--- config.mk ---
export PLATFORM = sky130hd
export DESIGN_NAME = rgba_pixel_dimmer_flat
export DESIGN_NICKNAME = d
export VERILOG_FILES = /design/src/rtl/core/rgbad_pkg.sv /design/src/rtl/core/rgbad_if.sv /design/src/rtl/core/rgbad_chan.sv /design/src/rtl/core/rgba_pixel_dimmer.sv /design/src/flat_wrapper.sv
export SDC_FILE = /design/constraint.sdc
export NUM_CORES = 1
export LEC_CHECK = 0
export ABC_AREA = 1
export ABC_CLOCK_PERIOD_IN_PS = 7600
export BUFFER_PORTS_ARGS = -buffer_cell sky130_fd_sc_hd__buf_4
export CAP_MARGIN = 40
export CELL_PAD_IN_SITES_DETAIL_PLACEMENT = 0
export CELL_PAD_IN_SITES_GLOBAL_PLACEMENT = 1
export CORE_MARGIN = 2
export CORE_UTILIZATION = 50
export CTS_CLUSTER_DIAMETER = 40
export CTS_CLUSTER_SIZE = 12
export DETAILED_ROUTE_END_ITERATION = 16
export MAX_ROUTING_LAYER = met4
export PLACE_DENSITY_LB_ADDON = 0.1
export SYNTH_ARGS = -nofsm -noshare
export SYNTH_HDL_FRONTEND = slang
export SYNTH_SLANG_ARGS = --single-unit
--- constraint.sdc ---
create_clock -name clk_i -period 7.6 [get_ports clk_i]
set_input_delay 0.38 -clock clk_i [delete_from_list [all_inputs] [get_ports clk_i]]
set_output_delay 0.38 -clock clk_i [all_outputs]
set_load 0.01 [all_outputs]
--- src/rtl/core/rgbad_pkg.sv ---
// Package with the shared types and constants of the RGBA pixel dimmer.
`default_nettype none
package rgbad_pkg;

  localparam int unsigned PixW = 8;
  localparam int unsigned CfgW = 9;
  localparam int unsigned CfgIdxW = 2;

  // Register indexes of the configuration port.
  typedef enum logic [CfgIdxW-1:0] {
    REG_DESAT_FACTOR = 2'd0,
    REG_COLOR_OFFSET = 2'd1,
    REG_ALPHA_GAIN   = 2'd2
  } cfg_reg_e;

  localparam logic [CfgW-1:0] DesatFull      = 9'd256;
  localparam logic [CfgW-1:0] DesatReset     = 9'd0;
  localparam logic [CfgW-1:0] OffsetReset    = 9'd0;
  localparam logic [CfgW-1:0] AlphaGainReset = 9'd256;

  // Reciprocal of three in Q0.11; exact floor for sums below 2048.
  localparam logic [9:0] RecipThree = 10'd683;
  localparam int unsigned RecipShift = 11;

  localparam logic [PixW-1:0] PixMax = 8'd255;

  // Color settings handed to each channel slice.
  typedef struct packed {
    logic        [CfgW-1:0] desat;
    logic signed [CfgW-1:0] offset;
  } color_cfg_t;

endpackage
`default_nettype wire

--- src/rtl/core/rgbad_if.sv ---
// Valid/ready stream interfaces for input and result pixels.
`default_nettype none
interface rgbad_in_if;
  import rgbad_pkg::*;
  logic            valid;
  logic            ready;
  logic [PixW-1:0] in_red;
  logic [PixW-1:0] in_green;
  logic [PixW-1:0] in_blue;
  logic [PixW-1:0] in_alpha;

  modport source (output valid, output in_red, output in_green, output in_blue,
                  output in_alpha, input ready);
  modport sink (input valid, input in_red, input in_green, input in_blue,
                input in_alpha, output ready);
endinterface

interface rgbad_out_if;
  import rgbad_pkg::*;
  logic            valid;
  logic            ready;
  logic [PixW-1:0] out_red;
  logic [PixW-1:0] out_green;
  logic [PixW-1:0] out_blue;
  logic [PixW-1:0] out_alpha;

  modport source (output valid, output out_red, output out_green, output out_blue,
                  output out_alpha, input ready);
  modport sink (input valid, input out_red, input out_green, input out_blue,
                input out_alpha, output ready);
endinterface
`default_nettype wire

--- src/rtl/core/rgbad_chan.sv ---
// One color channel: blend toward gray, add the offset and clamp.
`default_nettype none
module rgbad_chan
  import rgbad_pkg::*;
(
  input  wire logic [PixW-1:0] pix_i,
  input  wire logic [PixW-1:0] gray_i,
  input  color_cfg_t           cfg_i,
  output logic      [PixW-1:0] pix_o
);

  logic signed [PixW:0]        diff;
  logic signed [CfgW:0]        desat_s;
  logic signed [2*PixW+2:0]    prod;
  logic signed [2*PixW+2:0]    blend_sum;
  logic        [PixW-1:0]      blend;
  logic signed [PixW+1:0]      shifted;

  // Blend as p*256 + (gray - p)*d, which needs one multiplier.
  always_comb begin
    diff      = $signed({1'b0, gray_i}) - $signed({1'b0, pix_i});
    desat_s   = $signed({1'b0, cfg_i.desat});
    prod      = (2*PixW+3)'(diff * desat_s);
    blend_sum = $signed({3'b000, pix_i, 8'h00}) + prod;
    blend     = blend_sum[2*PixW-1:PixW];
  end

  // Add the signed offset and clamp to the pixel range.
  always_comb begin
    shifted = $signed({2'b00, blend}) + (PixW+2)'(cfg_i.offset);
    if (shifted < 0) begin
      pix_o = '0;
    end else if (shifted > $signed({2'b00, PixMax})) begin
      pix_o = PixMax;
    end else begin
      pix_o = shifted[PixW-1:0];
    end
  end

endmodule
`default_nettype wire

--- src/rtl/core/rgba_pixel_dimmer.sv ---
// Top level of the RGBA pixel dimmer.
// Takes one 8-bit RGBA pixel per cycle while the output is not stalled and
// returns the dimmed pixel through three registers: an input register, a
// register holding gray and the scaled alpha, and the result register.
// Gray is the truncated mean of R, G and B; each color channel is blended
// toward it by desat_factor (Q0.8, values above 256 act as 256), gets
// color_offset added and is clamped to 0..255. Alpha is scaled by alpha_gain
// (Q1.8) and saturated at 255. Each stage moves on as soon as the next one
// is free, so a stalled result does not hold up stages that are still empty.
// Write the configuration only while no pixel is in flight.
`default_nettype none
module rgba_pixel_dimmer
  import rgbad_pkg::*;
(
  input  wire logic                clk_i,
  input  wire logic                rst_ni,
  input  wire logic                cfg_we_i,
  input  wire logic [CfgIdxW-1:0]  cfg_idx_i,
  input  wire logic [CfgW-1:0]     cfg_wdata_i,
  rgbad_in_if.sink                 pix_i,
  rgbad_out_if.source              pix_o
);

  logic [CfgW-1:0] desat_q, offset_q, gain_q;
  color_cfg_t      color_cfg;

  logic            v0_q, v1_q, v2_q;
  logic            en0, en1, en2;
  logic [PixW-1:0] r0_q, g0_q, b0_q, a0_q;
  logic [PixW-1:0] r1_q, g1_q, b1_q, a1_q, gray1_q;
  logic [PixW-1:0] r2_q, g2_q, b2_q, a2_q;
  logic [PixW-1:0] r_d, g_d, b_d, a_d, gray_d;

  logic [PixW+1:0]          sum0;
  logic [PixW+RecipShift:0] gray_prod;
  logic [PixW+CfgW-1:0]     alpha_prod;

  // Configuration registers.
  always_ff @(posedge clk_i or negedge rst_ni) begin
    if (!rst_ni) begin
      desat_q  <= DesatReset;
      offset_q <= OffsetReset;
      gain_q   <= AlphaGainReset;
    end else if (cfg_we_i) begin
      case (cfg_idx_i)
        REG_DESAT_FACTOR: desat_q  <= cfg_wdata_i;
        REG_COLOR_OFFSET: offset_q <= cfg_wdata_i;
        REG_ALPHA_GAIN:   gain_q   <= cfg_wdata_i;
        default: ;
      endcase
    end
  end

  always_comb begin
    color_cfg.desat  = (desat_q > DesatFull) ? DesatFull : desat_q;
    color_cfg.offset = $signed(offset_q);
  end

  // Each stage advances when it is empty or the next stage takes its item.
  assign en2 = !v2_q || pix_o.ready;
  assign en1 = !v1_q || en2;
  assign en0 = !v0_q || en1;
  assign pix_i.ready = en0;

  always_ff @(posedge clk_i or negedge rst_ni) begin
    if (!rst_ni) begin
      v0_q <= 1'b0;
      v1_q <= 1'b0;
      v2_q <= 1'b0;
    end else begin
      if (en0) v0_q <= pix_i.valid;
      if (en1) v1_q <= v0_q;
      if (en2) v2_q <= v1_q;
    end
  end

  // Input register.
  always_ff @(posedge clk_i) begin
    if (en0 && pix_i.valid) begin
      r0_q <= pix_i.in_red;
      g0_q <= pix_i.in_green;
      b0_q <= pix_i.in_blue;
      a0_q <= pix_i.in_alpha;
    end
  end

  // Gray by multiplying with the reciprocal of three, and alpha scaling.
  always_comb begin
    sum0       = {2'b00, r0_q} + {2'b00, g0_q} + {2'b00, b0_q};
    gray_prod  = (PixW+RecipShift+1)'(sum0 * RecipThree);
    gray_d     = gray_prod[PixW+RecipShift-1:RecipShift];
    alpha_prod = a0_q * gain_q;
    a_d        = alpha_prod[PixW+CfgW-1] ? PixMax : alpha_prod[2*PixW-1:PixW];
  end

  always_ff @(posedge clk_i) begin
    if (en1 && v0_q) begin
      r1_q    <= r0_q;
      g1_q    <= g0_q;
      b1_q    <= b0_q;
      a1_q    <= a_d;
      gray1_q <= gray_d;
    end
  end

  // Color channels.
  rgbad_chan u_chan_r (.pix_i(r1_q), .gray_i(gray1_q), .cfg_i(color_cfg), .pix_o(r_d));
  rgbad_chan u_chan_g (.pix_i(g1_q), .gray_i(gray1_q), .cfg_i(color_cfg), .pix_o(g_d));
  rgbad_chan u_chan_b (.pix_i(b1_q), .gray_i(gray1_q), .cfg_i(color_cfg), .pix_o(b_d));

  // Result register.
  always_ff @(posedge clk_i) begin
    if (en2 && v1_q) begin
      r2_q <= r_d;
      g2_q <= g_d;
      b2_q <= b_d;
      a2_q <= a1_q;
    end
  end

  assign pix_o.valid     = v2_q;
  assign pix_o.out_red   = r2_q;
  assign pix_o.out_green = g2_q;
  assign pix_o.out_blue  = b2_q;
  assign pix_o.out_alpha = a2_q;

  // The input side only stalls when every stage holds a pixel.
  a_stall_full: assert property (@(posedge clk_i) disable iff (!rst_ni)
    !pix_i.ready |-> (v0_q && v1_q && v2_q))
    else $error("input stalled while the pipeline has a free stage");

  // An accepted pixel lands in the input register.
  a_in_lands: assert property (@(posedge clk_i) disable iff (!rst_ni)
    (pix_i.valid && pix_i.ready) |=> v0_q)
    else $error("accepted pixel lost at the input register");

  // A pixel leaving the middle stage reaches the result register.
  a_mid_moves: assert property (@(posedge clk_i) disable iff (!rst_ni)
    (v1_q && en2) |=> pix_o.valid)
    else $error("pixel lost between the middle stage and the result");

endmodule
`default_nettype wire
--- src/flat_wrapper.sv ---
// flat-port wrapper written by rule: the top's interface ports become plain ports
module rgba_pixel_dimmer_flat import rgbad_pkg::*;
  (clk_i, rst_ni, cfg_we_i, cfg_idx_i, cfg_wdata_i, pix_i_valid, pix_i_in_red, pix_i_in_green, pix_i_in_blue, pix_i_in_alpha, pix_i_ready, pix_o_valid, pix_o_out_red, pix_o_out_green, pix_o_out_blue, pix_o_out_alpha, pix_o_ready);
  rgbad_in_if pix_i_i ();
  rgbad_out_if pix_o_i ();
  input  wire logic clk_i;
  input  wire logic rst_ni;
  input  wire logic cfg_we_i;
  input  wire logic [CfgIdxW-1:0] cfg_idx_i;
  input  wire logic [CfgW-1:0] cfg_wdata_i;
  input wire logic [$bits(pix_i_i.valid)-1:0] pix_i_valid;
  input wire logic [$bits(pix_i_i.in_red)-1:0] pix_i_in_red;
  input wire logic [$bits(pix_i_i.in_green)-1:0] pix_i_in_green;
  input wire logic [$bits(pix_i_i.in_blue)-1:0] pix_i_in_blue;
  input wire logic [$bits(pix_i_i.in_alpha)-1:0] pix_i_in_alpha;
  output wire logic [$bits(pix_i_i.ready)-1:0] pix_i_ready;
  output wire logic [$bits(pix_o_i.valid)-1:0] pix_o_valid;
  output wire logic [$bits(pix_o_i.out_red)-1:0] pix_o_out_red;
  output wire logic [$bits(pix_o_i.out_green)-1:0] pix_o_out_green;
  output wire logic [$bits(pix_o_i.out_blue)-1:0] pix_o_out_blue;
  output wire logic [$bits(pix_o_i.out_alpha)-1:0] pix_o_out_alpha;
  input wire logic [$bits(pix_o_i.ready)-1:0] pix_o_ready;
  assign pix_i_i.valid = pix_i_valid;
  assign pix_i_i.in_red = pix_i_in_red;
  assign pix_i_i.in_green = pix_i_in_green;
  assign pix_i_i.in_blue = pix_i_in_blue;
  assign pix_i_i.in_alpha = pix_i_in_alpha;
  assign pix_i_ready = pix_i_i.ready;
  assign pix_o_valid = pix_o_i.valid;
  assign pix_o_out_red = pix_o_i.out_red;
  assign pix_o_out_green = pix_o_i.out_green;
  assign pix_o_out_blue = pix_o_i.out_blue;
  assign pix_o_out_alpha = pix_o_i.out_alpha;
  assign pix_o_i.ready = pix_o_ready;
  rgba_pixel_dimmer u_core (.clk_i(clk_i), .rst_ni(rst_ni), .cfg_we_i(cfg_we_i), .cfg_idx_i(cfg_idx_i), .cfg_wdata_i(cfg_wdata_i), .pix_i(pix_i_i), .pix_o(pix_o_i));
endmodule
==> run metrics <==
status=complete, no violations; grt ovf=0; gr usage total=25.59%; Hold Violations, Final=0; H-tree levels=4; most common cell after layout, fill and taps aside=inv_1; Seq cells post-synth=~130; final setup violation count=0; Rel. slew slack=a little over three fifths; Post-Synthesis Cells=approximately 2200; clk slew on worst S/H paths=approximately 70 ps; cells on worst reg2reg path=34; hold depth=1; worst path arrival time=7400 ps; Post-synth EDFFs=approximately 100; die width=198.9 um; remaining routing DRC violations=0; post-DR wirelength/cell=between 15 and 20 um; Tcrit/Tclk final=a little over nine tenths; met1 usage in global routing=34.64%; Ys Warns=0; Avg Inst Size Synth=8.522 um^2; Synth cell types=48; cell area after synthesis=between 15000 and 20000 um^2; worst reg-to-reg setup slack=approximately 360 ps; Max Cap Violations=0; Crit path top cell by count=inv_1; Fmax=roughly 140 MHz; clk_lat worst skew=430 ps; RSZ-0062 raised after global routing=yes; number of global-route vias before repair=around 15000; CTS tree=done; CORE AREA=37580 um^2; Async SR Flop Fraction=around 22%; Initial DRT Pass Iterations=5; FP Rows=71; post-route ant nets=0; max-slew violations=0; DR iter-0 viols=779; met2 usage=41.12%; Worst Tran Pin Value=approximately 560 ps; endpoint type of the worst setup path=flip-flop; initial antenna violation count=0; Max clock buf depth=2; CP Data Required Time=~7800 ps; most frequent cells in the layout=inv_1 (502), nand2_1 (454), ha_1 (247), fa_1 (238), nor2_1 (153); Worst Skew=around 16 ps; busiest grt layer=met2; post-DR vias/cell=5.052; Antenna Cells=0; Crit-path slowest cell=fa_1; RR Endpoint=u_core.pix_o.out_red[2]$_SDFFCE_PN0P_; layout cells sized above 1=between 10% and 20%; Post-DP HPWL=38960 um; Initial Util=approximately 51%; Area growth syn-to-layout=12.56%; min-delay src=pix_i_in_alpha[0]; met3 usage=roughly 3.1%; Worst setup SP type=flip-flop; Total Routed Length=46200 um; CTS sink count=~130; Seq/Total Area, Yosys=20.40%; die span in y=around 200 um; clock root buffer=clkbuf_16; IO Port Bufs=81; Post-Syn Nets=~2800; final core occ=56.90%; worst-path fanout max=8; Min-Delay Endpoint=u_core.a0_q[0]$_DFFE_PP_; Worst R2R Start=u_core.gray1_q[0]$_DFFE_PP_; CTS Buf Count=17; die area=a little under 40000 um^2; fillers=approximately 3500; most used flip-flop cell after synthesis=edfxtp_1; Layout Nets=around 2900; fin crit period=7241 ps; Crit Path Category=reg -> reg; Worst Hold Class=in -> reg; Via Count=about 15000; pin count of the biggest net entering global routing=41; global-route wire length before repair=around 76000 um; number of top-level pins=between 80 and 90; Placer Congestion=around 0.9; delay of the slowest critical-path stage=roughly 530 ps
[routing by layer]
metal	wire length, um	share of wire (%)	vias to the layer above
met3	1901	4.1	52
met2	21730	47	318
met4	1086	2.4	0
li1	-	-	7172
met1	21480	46	7029
met5	0	0	-
[flip-flops by register name (all words and copies together), names as in the netlist]
name	count
u_core.r0_q	8
u_core.pix_o.out_alpha	8
u_core.a1_q	8
u_core.g0_q	8
u_core.desat_q	9
u_core.pix_o.out_green	8
u_core.pix_o.out_blue	8
u_core.a0_q	8
u_core.b0_q	8
u_core.pix_o.out_red	8
u_core.gray1_q	8
u_core.pix_o.valid	1
u_core.v0_q	1
u_core.gain_q	9
u_core.b1_q	8
u_core.offset_q	9
u_core.v1_q	1
u_core.g1_q	8
u_core.r1_q	8
[cell usage after synthesis (5+ instances only)]
cell      count  area share [%]
inv_1       505              10
nand2_1     459             9.1
ha_1        255              17
fa_1        238              25
nor2_1      155             3.1
a21oi_1     126             3.3
edfxtp_1    104              16
o21ai_0      64             1.7
nand3_1      62             1.6
xor2_1       54             2.5
xnor2_1      37             1.7
dfrtp_1      29             3.8
clkbuf_1     27            0.53
nand4_1      17            0.56
nand2_2       9            0.30
nand3b_1      9            0.36
o21bai_1      8            0.32
buf_2         7            0.18
nor3_1        7            0.18
a21o_1        6            0.24
o211ai_1      5            0.20
[timing repair]
action | 4_1_cts | 5_1_grt
gates resized for setup | 0 | 32
endpoints found under the hold margin | 29 | 0
hold buffers | 1 | 0
endpoints found under the setup margin | 0 | 24
buffers inserted | 0 | 7
[critical path: cells and delay by family, from the launching register on]
| kind | cells | cell delay, ps |
|---|---|---|
| AOI/OAI and AO/OA | 6 | 840 |
| xor gates and xnor gates | 2 | 320 |
| adders and majority gates | 9 | 3920 |
| buffers and inverters | 8 | 560 |
| DFF | 1 | 320 |
| and+or+nand+nor | 9 | 980 |
[stage by stage]
stage,hold WS (ps),cell area [um^2],worst slack [ps],cells,TNS [ps]
2_1_floorplan,84.41,18990,712.7,2229,0
3_3_place_gp,325.4,20550,277.4,2843,0
3_5_place_dp,329.6,20580,148.0,2844,0
4_1_cts,100.2,21200,119.7,2877,0
5_1_grt,101.1,21380,-32.19,2884,-66.68
6_report,115.7,21380,359.4,2884,0
[cells by family after synthesis]
logic type,after synthesis,synth area share (%)
buffers and inverters,550,11.02
DFF,134,20.40
and+or+nand+nor,730,15.75
xor gates and xnor gates,92,4.282
adders and majority gates,493,41.88
AOI/OAI and AO/OA,230,6.666
[worst max-delay path by stage]
stage,startpoint,end,slack [ps],cells after the start
6_report,u_core.gray1_q[0]$_DFFE_PP_,u_core.pix_o.out_red[2]$_SDFFCE_PN0P_,360,34
5_1_grt,u_core.gray1_q[0]$_DFFE_PP_,u_core.pix_o.out_blue[1]$_SDFFCE_PN0P_,-30,33
3_3_place_gp,u_core.g1_q[0]$_DFFE_PP_,u_core.pix_o.out_green[1]$_SDFFCE_PN0P_,280,29
3_5_place_dp,u_core.gray1_q[1]$_DFFE_PP_,u_core.pix_o.out_red[2]$_SDFFCE_PN0P_,150,27
4_1_cts,u_core.gray1_q[1]$_DFFE_PP_,u_core.pix_o.out_red[2]$_SDFFCE_PN0P_,120,27
2_1_floorplan,u_core.r1_q[0]$_DFFE_PP_,u_core.pix_o.out_red[0]$_SDFFCE_PN0P_,710,31
[layout make-up]
class	instances	area, um^2	area share (%)
multi-input combinational	1545	13170	61.58
clock inverter	15	186.4	0.8720
clock buffer	17	425.4	1.990
timing repair buffer	150	1161	5.431
sequential	134	3875	18.12
tap	511	639.4	2.990
inverter	512	1927	9.012
Power is left out: the tool's default activity adds up to more than one toggle a clock period on the data nets, which glitch-free logic cannot reach.
